--- src/hdl/lcat_pkg.sv ---
// ----------------------------------------------------------------------------
// lcat_pkg
// Shared constants, types and helpers of the lowest common ancestor table.
// ----------------------------------------------------------------------------
package lcat_pkg;

  localparam int ID_BITS    = 16;
  localparam int MAX_LEVEL  = 255;
  localparam int ID_W       = 16;
  localparam int LEVEL_W    = 8;
  localparam int STATUS_W   = 2;
  localparam int TABLE_SIZE = 2 ** ID_BITS;
  localparam int STEP_BITS  = $clog2(MAX_LEVEL + 1);

  typedef logic [ID_BITS-1:0]   idx_t;
  typedef logic [ID_W-1:0]      id_t;
  typedef logic [LEVEL_W-1:0]   level_t;
  typedef logic [STATUS_W-1:0]  status_t;
  typedef logic [STEP_BITS-1:0] step_t;

  localparam logic    KIND_WRITE = 1'b0;
  localparam logic    KIND_QUERY = 1'b1;

  localparam status_t ST_OK      = 2'd0;
  localparam status_t ST_UNKNOWN = 2'd1;
  localparam status_t ST_BOUND   = 2'd2;

  localparam logic [2:0] RD_NONE = 3'd0;
  localparam logic [2:0] RD_A    = 3'd1;
  localparam logic [2:0] RD_B    = 3'd2;
  localparam logic [2:0] RD_P1   = 3'd3;
  localparam logic [2:0] RD_P2   = 3'd4;

  localparam logic [2:0] CAP_NONE = 3'd0;
  localparam logic [2:0] CAP_A    = 3'd1;
  localparam logic [2:0] CAP_B    = 3'd2;
  localparam logic [2:0] CAP_1    = 3'd3;
  localparam logic [2:0] CAP_2    = 3'd4;

  typedef struct packed {
    logic   valid;
    level_t level;
    id_t    parent;
  } entry_t;

  typedef struct packed {
    logic       clr_en;
    logic       wr_en;
    logic       load;
    logic [2:0] rd_sel;
    logic [2:0] cap_sel;
    logic       step_inc;
    logic       set_anc;
    logic       fin_en;
    status_t    fin_code;
    logic       out_load;
  } cmd_t;

  typedef struct packed {
    logic clr_last;
    logic rd_ok;
    logic a_rng;
    logic b_rng;
    logic p1_rng;
    logic p2_rng;
    logic l1_gt;
    logic l2_gt;
    logic t_eq;
    logic steps_max;
    logic out_free;
  } stat_t;

  function automatic logic id_in_range(id_t id);
    logic r;
    if (ID_BITS >= ID_W) begin
      r = 1'b1;
    end else begin
      r = ((id >> ID_BITS) == '0);
    end
    return r;
  endfunction

  function automatic idx_t to_idx(id_t id);
    return idx_t'(id);
  endfunction

endpackage

--- src/hdl/lcat_ctrl.sv ---
// ----------------------------------------------------------------------------
// lcat_ctrl
// Sequencer: table clear, writes, query read-out and the parent walk.
// ----------------------------------------------------------------------------
module lcat_ctrl (
  input  logic            clk,
  input  logic            rst,
  input  logic            req_valid,
  input  logic            req_kind,
  output logic            req_ready,
  input  lcat_pkg::stat_t stat,
  output lcat_pkg::cmd_t  cmd
);

  localparam logic [3:0] S_CLEAR = 4'd0;
  localparam logic [3:0] S_IDLE  = 4'd1;
  localparam logic [3:0] S_RDA   = 4'd2;
  localparam logic [3:0] S_CHKA  = 4'd3;
  localparam logic [3:0] S_CHKB  = 4'd4;
  localparam logic [3:0] S_STEP  = 4'd5;
  localparam logic [3:0] S_CHK1  = 4'd6;
  localparam logic [3:0] S_CHK2  = 4'd7;
  localparam logic [3:0] S_DONE  = 4'd8;

  localparam logic [1:0] PH_LIFT1 = 2'd0;
  localparam logic [1:0] PH_LIFT2 = 2'd1;
  localparam logic [1:0] PH_JOINT = 2'd2;

  logic [3:0] state, state_next;
  logic [1:0] phase, phase_next;

  always_ff @(posedge clk) begin
    if (rst) begin
      state <= S_CLEAR;
      phase <= PH_LIFT1;
    end else begin
      state <= state_next;
      phase <= phase_next;
    end
  end

  always_comb begin
    state_next = state;
    phase_next = phase;
    req_ready  = 1'b0;
    cmd        = '0;
    cmd.rd_sel  = lcat_pkg::RD_NONE;
    cmd.cap_sel = lcat_pkg::CAP_NONE;
    cmd.fin_code = lcat_pkg::ST_OK;
    case (state)
      S_CLEAR: begin
        cmd.clr_en = 1'b1;
        if (stat.clr_last) state_next = S_IDLE;
      end
      S_IDLE: begin
        req_ready = 1'b1;
        if (req_valid) begin
          if (req_kind == lcat_pkg::KIND_WRITE) begin
            cmd.wr_en = 1'b1;
          end else begin
            cmd.load   = 1'b1;
            state_next = S_RDA;
          end
        end
      end
      S_RDA: begin
        if (!stat.a_rng) begin
          cmd.fin_en   = 1'b1;
          cmd.fin_code = lcat_pkg::ST_UNKNOWN;
          state_next   = S_DONE;
        end else begin
          cmd.rd_sel = lcat_pkg::RD_A;
          state_next = S_CHKA;
        end
      end
      S_CHKA: begin
        if (!stat.rd_ok || !stat.b_rng) begin
          cmd.fin_en   = 1'b1;
          cmd.fin_code = lcat_pkg::ST_UNKNOWN;
          state_next   = S_DONE;
        end else begin
          cmd.cap_sel = lcat_pkg::CAP_A;
          cmd.rd_sel  = lcat_pkg::RD_B;
          state_next  = S_CHKB;
        end
      end
      S_CHKB: begin
        if (!stat.rd_ok) begin
          cmd.fin_en   = 1'b1;
          cmd.fin_code = lcat_pkg::ST_UNKNOWN;
          state_next   = S_DONE;
        end else begin
          cmd.cap_sel = lcat_pkg::CAP_B;
          phase_next  = PH_LIFT1;
          state_next  = S_STEP;
        end
      end
      S_STEP: begin
        case (phase)
          PH_LIFT1: begin
            if (!stat.l1_gt) begin
              phase_next = PH_LIFT2;
            end else if (stat.steps_max) begin
              cmd.fin_en   = 1'b1;
              cmd.fin_code = lcat_pkg::ST_BOUND;
              state_next   = S_DONE;
            end else if (!stat.p1_rng) begin
              cmd.fin_en   = 1'b1;
              cmd.fin_code = lcat_pkg::ST_UNKNOWN;
              state_next   = S_DONE;
            end else begin
              cmd.step_inc = 1'b1;
              cmd.rd_sel   = lcat_pkg::RD_P1;
              state_next   = S_CHK1;
            end
          end
          PH_LIFT2: begin
            if (!stat.l2_gt) begin
              cmd.set_anc = 1'b1;
              phase_next  = PH_JOINT;
            end else if (stat.steps_max) begin
              cmd.fin_en   = 1'b1;
              cmd.fin_code = lcat_pkg::ST_BOUND;
              state_next   = S_DONE;
            end else if (!stat.p2_rng) begin
              cmd.fin_en   = 1'b1;
              cmd.fin_code = lcat_pkg::ST_UNKNOWN;
              state_next   = S_DONE;
            end else begin
              cmd.step_inc = 1'b1;
              cmd.rd_sel   = lcat_pkg::RD_P2;
              state_next   = S_CHK2;
            end
          end
          default: begin
            if (stat.t_eq) begin
              cmd.fin_en   = 1'b1;
              cmd.fin_code = lcat_pkg::ST_OK;
              state_next   = S_DONE;
            end else if (stat.steps_max) begin
              cmd.fin_en   = 1'b1;
              cmd.fin_code = lcat_pkg::ST_BOUND;
              state_next   = S_DONE;
            end else if (!stat.p1_rng) begin
              cmd.fin_en   = 1'b1;
              cmd.fin_code = lcat_pkg::ST_UNKNOWN;
              state_next   = S_DONE;
            end else begin
              cmd.step_inc = 1'b1;
              cmd.rd_sel   = lcat_pkg::RD_P1;
              state_next   = S_CHK1;
            end
          end
        endcase
      end
      S_CHK1: begin
        if (!stat.rd_ok) begin
          cmd.fin_en   = 1'b1;
          cmd.fin_code = lcat_pkg::ST_UNKNOWN;
          state_next   = S_DONE;
        end else begin
          cmd.cap_sel = lcat_pkg::CAP_1;
          if (phase != PH_JOINT) begin
            state_next = S_STEP;
          end else if (!stat.p2_rng) begin
            cmd.fin_en   = 1'b1;
            cmd.fin_code = lcat_pkg::ST_UNKNOWN;
            state_next   = S_DONE;
          end else begin
            cmd.rd_sel = lcat_pkg::RD_P2;
            state_next = S_CHK2;
          end
        end
      end
      S_CHK2: begin
        if (!stat.rd_ok) begin
          cmd.fin_en   = 1'b1;
          cmd.fin_code = lcat_pkg::ST_UNKNOWN;
          state_next   = S_DONE;
        end else begin
          cmd.cap_sel = lcat_pkg::CAP_2;
          state_next  = S_STEP;
        end
      end
      S_DONE: begin
        if (stat.out_free) begin
          cmd.out_load = 1'b1;
          state_next   = S_IDLE;
        end
      end
      default: begin
        state_next = S_IDLE;
      end
    endcase
  end

endmodule

--- config.mk ---
export PLATFORM = sky130hd
export DESIGN_NAME = lcat_ctrl
export DESIGN_NICKNAME = d
export VERILOG_FILES = /design/src/hdl/lcat_pkg.sv /design/src/hdl/lcat_ctrl.sv
export SDC_FILE = /design/constraint.sdc
export NUM_CORES = 1
export LEC_CHECK = 0
export BUFFER_PORTS_ARGS = -buffer_cell sky130_fd_sc_hd__buf_2
export CAP_MARGIN = 40
export CELL_PAD_IN_SITES_DETAIL_PLACEMENT = 0
export CELL_PAD_IN_SITES_GLOBAL_PLACEMENT = 2
export CORE_AREA = 2 2 45 79
export CTS_CLUSTER_DIAMETER = 30
export CTS_CLUSTER_SIZE = 40
export DETAILED_ROUTE_END_ITERATION = 6
export DIE_AREA = 0 0 47 81
export PLACE_DENSITY_LB_ADDON = 0.1
export SLEW_MARGIN = 10
export SYNTH_ARGS = -nofsm -noshare
export SYNTH_HDL_FRONTEND = slang
export SYNTH_SLANG_ARGS = --single-unit
--- constraint.sdc ---
create_clock -name clk -period 1.5 [get_ports clk]
set_input_delay 0.225 -clock clk [delete_from_list [all_inputs] [get_ports clk]]
set_output_delay 0.225 -clock clk [all_outputs]
set_load 0.01 [all_outputs]
== Word-level counts from Yosys, hierarchy flattened ==
Cells that the tools add are included.

* Flip-flop bits (word level): 6
* Input bits: 15
* Output and inout bits: 16
* Logic and storage cells: 103

* Equal/unequal tests: 20
* Mux-type cells: 72
* Reduce and logical (&&, ||, !) cells: 9

{| class="wikitable"
|+ Operators with widths
! cell !! count
|-
| two-way mux 4 bit || 16
|-
| two-way mux 3 bit || 20
|-
| one-hot mux 4 bit (8 select lines) || 1
|-
| one-hot mux 3 bit (4 select lines) || 2
|-
| == test 4 x 3 -> 1 bit, second input constant || 4
|-
| two-way mux 1 bit || 16
|-
| two-way mux 2 bit || 8
|-
| one-hot mux 3 bit (5 select lines) || 1
|-
| != test 2 bit, second input constant || 6
|-
| != test 3 bit, second input constant || 4
|-
| one-hot mux 3 bit (2 select lines) || 2
|-
| == test 4 x 2 -> 1 bit, second input constant || 2
|-
| one-hot mux 2 bit (2 select lines) || 2
|-
| one-hot mux 4 bit (2 select lines) || 1
|-
| two-way mux 6 bit || 1
|-
| AND reduction 6 bit || 1
|-
| two-way mux 5 bit || 1
|-
| AND reduction 5 bit || 1
|-
| == test 4 x 1 -> 1 bit, second input constant || 1
|-
| == test 4 bit, second input constant || 1
|-
| logical NOT 4 bit || 1
|-
| != test 3 x 1 -> 1 bit, second input constant || 1
|-
| == test 2 x 1 -> 1 bit, second input constant || 1
|-
| logical NOT 1 bit || 2
|-
| other kinds (5) || 5
|}

== Logic depth before layout (Yosys ltp) ==
Gate-level depths: netlist (run 1).

* Depth after elaboration: 5
* Mapped depth: 5
* Mapped depth without buffers: 4

== Worst setup path before layout (run 1) ==
OpenSTA, ideal clock, no wires.

* Path type: register -> output
* From: register state[0]
* To: output cmd[6] in the netlist's numbering
* Arrival time: 1.251 ns
* Data required time: 1.275 ns
* Setup slack: 0.024 ns
* Cell stages (with the launch flop): 5
* Buffers on the path: 1
* Cell sequence: dfxtp_1 -> buf_6 -> inv_2 -> or4_4 -> o21ai_0

{| class="wikitable"
|+ RTL lines
! item !! RTL line !! source
|-
| from (decl) || lcat_ctrl.sv:29 || <nowiki>logic [3:0] state, state_next;</nowiki>
|-
| from (signal assigned) || lcat_ctrl.sv:37 || <nowiki>state <= state_next;</nowiki>
|-
| to (decl) || lcat_ctrl.sv:12 || <nowiki>output lcat_pkg::cmd_t cmd</nowiki>
|}

==> results of run 1 <==
[worst max-delay path, stage by stage (launching register included)]
cell and delay [ns]:
dfxtp_2 0.32, buf_6 0.12, or4_4 0.53, o21ai_1 0.09
buf_2 0.14
[metrics by stage]
step / hold WS, ns / setup TNS (ns)
after floorplan: 0.287 / 0
after global placement: 0.523 / -0.152
after detailed placement: 0.515 / -0.290
after CTS: 0.278 / -1.40
after global routing: 0.275 / -1.91
final: 0.272 / -1.06
[final cells by class]
cell class | instances | area, µm² | area share
multi-input combinational | 87 | 757 | 0.549
sequential | 6 | 138 | 0.0998
inverter | 3 | 11.3 | 0.00817
clock buffer | 3 | 41.3 | 0.0299
timing repair buffer | 53 | 375 | 0.272
tap | 45 | 56.3 | 0.0408
[cells in the mapped netlist, types with 2 or more instances]
master     instances  area [µm²]
and3_1             3        18.8
nor2_1             8        30.0
nor4_1             3        18.8
nor3_1             3        15.0
nand2b_1           8        50.1
a21o_1             2        15.0
o221ai_1           2        17.5
nand4bb_1          2        22.5
mux2i_1            3        30.0
a31oi_1            2        12.5
nor2b_1            3        18.8
buf_6              2        22.5
nand2_1           13        48.8
a221oi_1           2        17.5
o22ai_1            2        12.5
a21oi_1            3        15.0
inv_1              2        7.51
nand3b_1           3        22.5
a211oi_1           3        22.5
buf_2              4        20.0
nor3b_1            2        15.0
dfxtp_1            6         120
o21ai_0            2        10.0
nand3_1            3        15.0
[power by group through the flow]
stage / combinational [W] / clock (W) / sequential (W)
after floorplan: 0.0000954 / 0 / 0.000174
after global placement: 0.000171 / 0 / 0.000175
after detailed placement: 0.000171 / 0 / 0.000175
after CTS: 0.000216 / 0.000247 / 0.000173
after global routing: 0.000246 / 0.000257 / 0.000175
final: 0.000227 / 0.000244 / 0.000174
[state kept, by name, summed over array words and instances, names as in the netlist]
register,cells
state,4
phase,2
[layer usage]
metal / track usage / vias up
li1: - / 483
met1: 0.166 / 470
met2: 0.318 / 29
met3: 0.0200 / 8
met4: 0.0750 / 0
met5: 0 / -
[how the worst max path moves through the flow]
stage | endpoint | slack (ns) | cells after the start
6_report | cmd[6] | -0.15 | 4
3_3_place_gp | cmd[3] | -0.07 | 5
5_1_grt | cmd[11] | -0.19 | 5
3_5_place_dp | cmd[3] | -0.08 | 5
2_1_floorplan | cmd[6] | 0.02 | 4
4_1_cts | cmd[6] | -0.17 | 4
[kinds of logic (layout without fill, tap and decap cells)]
group	after synthesis	count (layout)	share of synthesized area
AOI/OAI and AO/OA	25	25	0.241
DFF	6	6	0.163
and+or+nand+nor	58	58	0.468
muxes	4	4	0.0559
buffers and inverters	9	59	0.0729
[timing repair]
action,CTS,global route
buffers inserted,5,1
resized for setup,44,15
pin swaps,9,7
endpoints found under the setup margin,18,18
==> flow_metrics.py, run 1 <==
metrics = {
    "status": {
        "outcome": "finished, violations left",
        "violations": "negative setup slack",
    },
    "clock_tree": {
        "clkLatencyLatePin_ns": 0.22,
        "clock-root-buffer": "clkbuf_8",
        "clkSinkCount": 6,
        "hold_buffers": 0,
        "htree_levels": 1,
        "cts_made_buffers": 3,
        "cts_tree": "yes",
        "clk_pin_slew_ns": 0.04,
        "clk_path_buf_depth": 2,
    },
    "final_layout": {
        "area_growth_pct": 86.8,
        "layout_common_cells": "buf_2 (27), buf_4 (14), buf_6 (12)",
        "nets": 169,
        "nFillCells": 360,
        "final_cells": 197,
        "layout-drive-gt1-share": 0.618,
        "mostFrequentLayoutCell": "buf_2",
        "finish.utilization": 0.428,
        "postLayoutCellArea_um2": 1380,
        "diodes": 0,
    },
    "route": {
        "wirelength_um": 2990,
        "m1WireLength_um": 1110,
        "num_vias": 990,
        "wl_met3_um": 94,
        "vias_per_cell": 5.03,
        "ant_nets": 0,
        "drt_pass1_iterations": 4,
        "post_drt_wl_per_cell_um": 15.2,
        "drtIter0Drc": 23,
        "remaining_drc_errors": 0,
        "dr_wl_met2_um": 1690,
        "top_layer": "met4",
    },
    "die": {
        "core_um2": 3220,
        "row_count": 28,
        "die_w_um": 47,
        "initial_utilization": 0.229,
        "ios": 31,
        "die_height_um": 81,
        "dieArea_um2": 3810,
    },
    "power_and_ir_drop": {
        "peakVddDrop_uv": 347,
        "power_w": 0.000645,
        "p_per_area_nw_per_um2": 468,
        "p_switching_w": 0.000194,
        "p_comb_frac": 0.353,
        "switching_share": 0.301,
        "intPower_w": 0.000451,
        "p_clk_frac": 0.378,
        "p_leak_nw": 0.585,
        "power.share.sequential": 0.269,
    },
    "placement": {
        "dp_slack_ns": -0.0840,
        "dp_cells": 189,
        "post-dp-hpwl_um": 2340,
        "place.port_buffers": 30,
        "postPlaceCellArea_um2": 1040,
        "gp_congestion": 0.880,
    },
    "synthesis": {
        "ys_seq_area_frac": 0.163,
        "synth_enable_flop_cells": 0,
        "synth_async_sr_flop_share": 0,
        "ys_types": 40,
        "synth_seq_cells": 6,
        "synthCells": 102,
        "synth_top_flop_cell": "dfxtp_1",
        "ys_warn_count": 0,
        "synth_area_um2": 738,
        "syn_nets": 117,
        "avgSynthCellArea_um2": 7.24,
    },
    "hold_path": {
        "min_to": "state[2]",
        "holdPathStages": 2,
        "holdCritStartpoint": "rst",
        "hold_class": "in -> reg",
    },
    "global_route": {
        "grt_pass1_wl_um": 4570,
        "grt_overflow": 0,
        "grt_pass1_vias": 966,
        "track_usage": 0.167,
        "antenna_found_initial": 0,
        "grt_max_degree": 10,
    },
    "sta": {
        "finalSetupViolations": 12,
        "fmax_mhz": 604,
        "period_share": 1.10,
        "setup_slack_ns": -0.155,
        "fin_crit_ns": 1.65,
        "skew_ns": 0.00550,
        "finalHoldViolCount": 0,
        "rsz0062_at_grt": "yes",
        "relSlewSlack": 0.765,
        "maxSlewViolCount": 0,
        "tightest_slew_ns": 0.349,
    },
    "setup_path": {
        "worst_ep_arrival_time_ns": 1.43,
        "critPathKind": "reg -> out",
        "reg2regPathDepth": 6,
        "crit_required_ns": 1.27,
        "worstSetupEndpointType": "output pin",
        "r2r_start": "state[2]",
        "cp-startpoint": "state[3]",
        "critPathMaxFanout": 5,
        "timing.rr.end": "state[1]",
        "r2r_slack_ns": 0.02,
        "critPathLaunchType": "register",
    },
    "flow_run": {
        "max-cap-violations": 0,
    },
}
Note: power is estimated with default switching activity, not from simulation.
==> run 2, diff against run 1 <==
--- a/config.mk
+++ b/config.mk
@@ -5,15 +5,16 @@
 export SDC_FILE = /design/constraint.sdc
 export NUM_CORES = 1
 export LEC_CHECK = 0
+export ABC_AREA = 1
 export BUFFER_PORTS_ARGS = -buffer_cell sky130_fd_sc_hd__buf_2
 export CAP_MARGIN = 40
 export CELL_PAD_IN_SITES_DETAIL_PLACEMENT = 0
 export CELL_PAD_IN_SITES_GLOBAL_PLACEMENT = 2
-export CORE_AREA = 2 2 45 79
+export CORE_AREA = 2 2 49 85
 export CTS_CLUSTER_DIAMETER = 30
 export CTS_CLUSTER_SIZE = 40
 export DETAILED_ROUTE_END_ITERATION = 6
-export DIE_AREA = 0 0 47 81
+export DIE_AREA = 0 0 51 87
 export PLACE_DENSITY_LB_ADDON = 0.1
 export SLEW_MARGIN = 10
 export SYNTH_ARGS = -nofsm -noshare
==> run 2 against run 1 <==
  * Highest routed layer unchanged
  * Total power rose by 100%
  * The flow still finishes with violations (negative setup slack)
  * Critical path depth rose by 4
  * First-iteration DRC count is 35% lower
  * Register-to-register slack hardly changed
  * Sequential cell count did not move
  * Die area increased by 17%
  * Count of clock-buffer cells in the layout stayed put
  * Sequential share of layout area fell by 0.53 points
  * Setup slack improved by 0.058 ns
  * Area after synthesis rose by 7.8%
==> flow_metrics.py, run 2 <==
metrics = {
    "placement": {
        "post-dp-hpwl_um": 2690,
        "dp_slack_ns": -0.0316,
        "dp_cells": 235,
        "gp_congestion": 0.814,
        "place.port_buffers": 30,
    },
    "route": {
        "num_vias": 1168,
        "vias_per_cell": 4.63,
        "wirelength_um": 3320,
        "drtIter0Drc": 15,
        "ant_nets": 0,
        "post_drt_wl_per_cell_um": 13.2,
        "drt_pass1_iterations": 4,
        "remaining_drc_errors": 0,
    },
    "clock_tree": {
        "clk_path_buf_depth": 2,
        "cts_made_buffers": 3,
        "clock-root-buffer": "clkbuf_8",
        "clk_pin_slew_ns": 0.04,
        "clkSinkCount": 6,
        "htree_levels": 1,
        "cts_tree": "yes",
        "clkLatencyLatePin_ns": 0.22,
    },
    "global_route": {
        "grt_pass1_wl_um": 5200,
        "antenna_found_initial": 0,
        "track_usage": 0.156,
        "grt_pass1_vias": 1154,
        "grt_max_degree": 9,
        "grt_overflow": 0,
    },
    "synthesis": {
        "yosys-top-cells-area": "nand2_1 (17%), dfxtp_1 (15%), nor2_1 (9.9%), inv_1 (7.1%), nand3_1 (6.9%)",
        "ys_warn_count": 0,
        "synth_top_area_cell": "nand2_1",
        "synth_area_um2": 796,
        "synth_common_cells": "nand2_1 (36), nor2_1 (21), inv_1 (15)",
        "synth_top_flop_cell": "dfxtp_1",
        "ys_types": 29,
        "synth_top_area_frac": 0.170,
        "synthCells": 143,
        "synth_xor_xnor_area_share": 0,
        "synth_fa_ha_area_frac": 0,
        "ys_seq_area_frac": 0.151,
        "synthSimpleGateAreaFrac": 0.577,
        "synth_seq_cells": 6,
        "synthMuxAreaShare": 0,
        "avgSynthCellArea_um2": 5.56,
        "synth_enable_flop_cells": 0,
        "synth_async_sr_flop_share": 0,
        "synth_top_family_by_area": "simple AND/OR/NAND/NOR gates",
        "synth.most_common_cell": "nand2_1",
        "synth-compound-area-share": 0.146,
        "syn_nets": 158,
    },
    "sta": {
        "fin_crit_ns": 1.60,
        "relSlewSlack": 0.771,
        "fin_setup_tns_ns": -0.529,
        "rsz0062_at_grt": "yes",
        "fin_hold_ws_ns": 0.232,
        "finalHoldViolCount": 0,
        "period_share": 1.06,
        "tightest_slew_ns": 0.340,
        "finalSetupViolations": 8,
        "maxSlewViolCount": 0,
        "fmax_mhz": 626,
        "setup_slack_ns": -0.0963,
        "skew_ns": 0.000380,
    },
    "final_layout": {
        "mostFrequentLayoutCell": "buf_2",
        "regMostFlops": "state",
        "nets": 221,
        "final_cells": 252,
        "reg_top3": "state (4), phase (2)",
        "diodes": 0,
        "finish.utilization": 0.391,
        "area_growth_pct": 86.3,
        "layout_common_cells": "buf_2 (29), nand2_1 (28), buf_4 (26)",
        "largest_reg_flops": 4,
        "layout-drive-gt1-share": 0.588,
    },
    "power_and_ir_drop": {
        "peakVddDrop_uv": 493,
        "p_clk_frac": 0.184,
        "p_comb_frac": 0.626,
        "p_leak_nw": 0.762,
        "power.share.sequential": 0.190,
        "p_switching_w": 0.000576,
        "p_per_area_nw_per_um2": 888,
        "intPower_w": 0.000740,
        "switching_share": 0.438,
    },
    "setup_path": {
        "critPathLaunchType": "register",
        "r2r_slack_ns": 0.03,
        "r2r_start": "state[0]",
        "critPathMaxFanout": 5,
        "worst_ep_arrival_time_ns": 1.37,
        "worstSetupEndpointType": "output pin",
        "crit_required_ns": 1.27,
        "timing.rr.end": "state[2]",
        "reg2regPathDepth": 7,
        "critPathKind": "reg -> out",
    },
    "flow_run": {
        "max-cap-violations": 0,
    },
    "die": {
        "row_count": 30,
        "dieArea_um2": 4440,
        "die_height_um": 87,
        "initial_utilization": 0.210,
        "ios": 31,
        "core_um2": 3790,
        "die_w_um": 51,
    },
    "status": {
        "violations": "negative setup slack",
        "outcome": "finished, violations left",
    },
    "hold_path": {
        "min_to": "state[2]",
        "hold_class": "in -> reg",
        "holdCritStartpoint": "rst",
        "holdPathStages": 2,
    },
}
## run 2: power by group through the flow
stage                     registers (W)  logic [W]  clock network (W)
after floorplan                0.000217   0.000421                  0
after global placement         0.000232   0.000683                  0
after detailed placement       0.000233   0.000673                  0
after CTS                      0.000243   0.000742           0.000250
after global routing           0.000253   0.000912           0.000260
final                          0.000250   0.000824           0.000243
## run 2: kinds of logic (layout without fill, tap and decap cells)
logic type,Yosys count,in the layout
flip-flops,6,6
AND/OR/NAND/NOR,95,95
buffers and inverters,23,84
AO/OA/AOI/OAI,19,19
## run 2: critical path, cell delays in order, from the launching register on
cell and delay (ns):
dfxtp_4 0.36, inv_6 0.08, nand2_8 0.07, nor2_4 0.15, inv_4 0.07, nor2_1 0.10
nand2_1 0.10, nand2_1 0.08, buf_2 0.12
## run 2: what timing repair did
| action | in CTS | in global routing |
|---|---|---|
| setup buffers | 8 | 7 |
| pin swaps | 9 | 12 |
| resized for setup | 31 | 34 |
| setup endpoints to repair | 10 | 17 |
| hold buffers | 0 | 0 |
| gates cloned | 0 | 0 |
## run 2: per-layer routing
metal  share of wire  track usage
met5               0            0
met3           0.035       0.0258
met1            0.33        0.141
met4           0.024       0.0639
met2            0.61        0.321
## run 2: worst max path at each step
stage | to | slack (ns) | start
after floorplan | cmd[5] | 0.15 | state[1]
after global placement | cmd[1] | -0.07 | state[2]
after detailed placement | cmd[1] | -0.03 | state[2]
after CTS | cmd[3] | -0.11 | state[3]
after global routing | cmd[3] | -0.21 | state[1]
final | cmd[3] | -0.1 | state[3]
## run 2: area by class of cell
class / instances / area, µm²
repair buffers: 60 / 397
flip-flops and latches: 6 / 140
fillers: 442 / 2310
well taps: 48 / 60.1
multi-input cells: 114 / 748
clock buffers: 3 / 41.3
inverters: 21 / 96.3
## run 2: stage by stage
step | power, W | cell area (µm²)
floorplan | 0.000637 | 796
global placement | 0.000915 | 1110
detailed placement | 0.000905 | 1110
CTS | 0.00124 | 1300
global route | 0.00142 | 1480
finish | 0.00132 | 1480
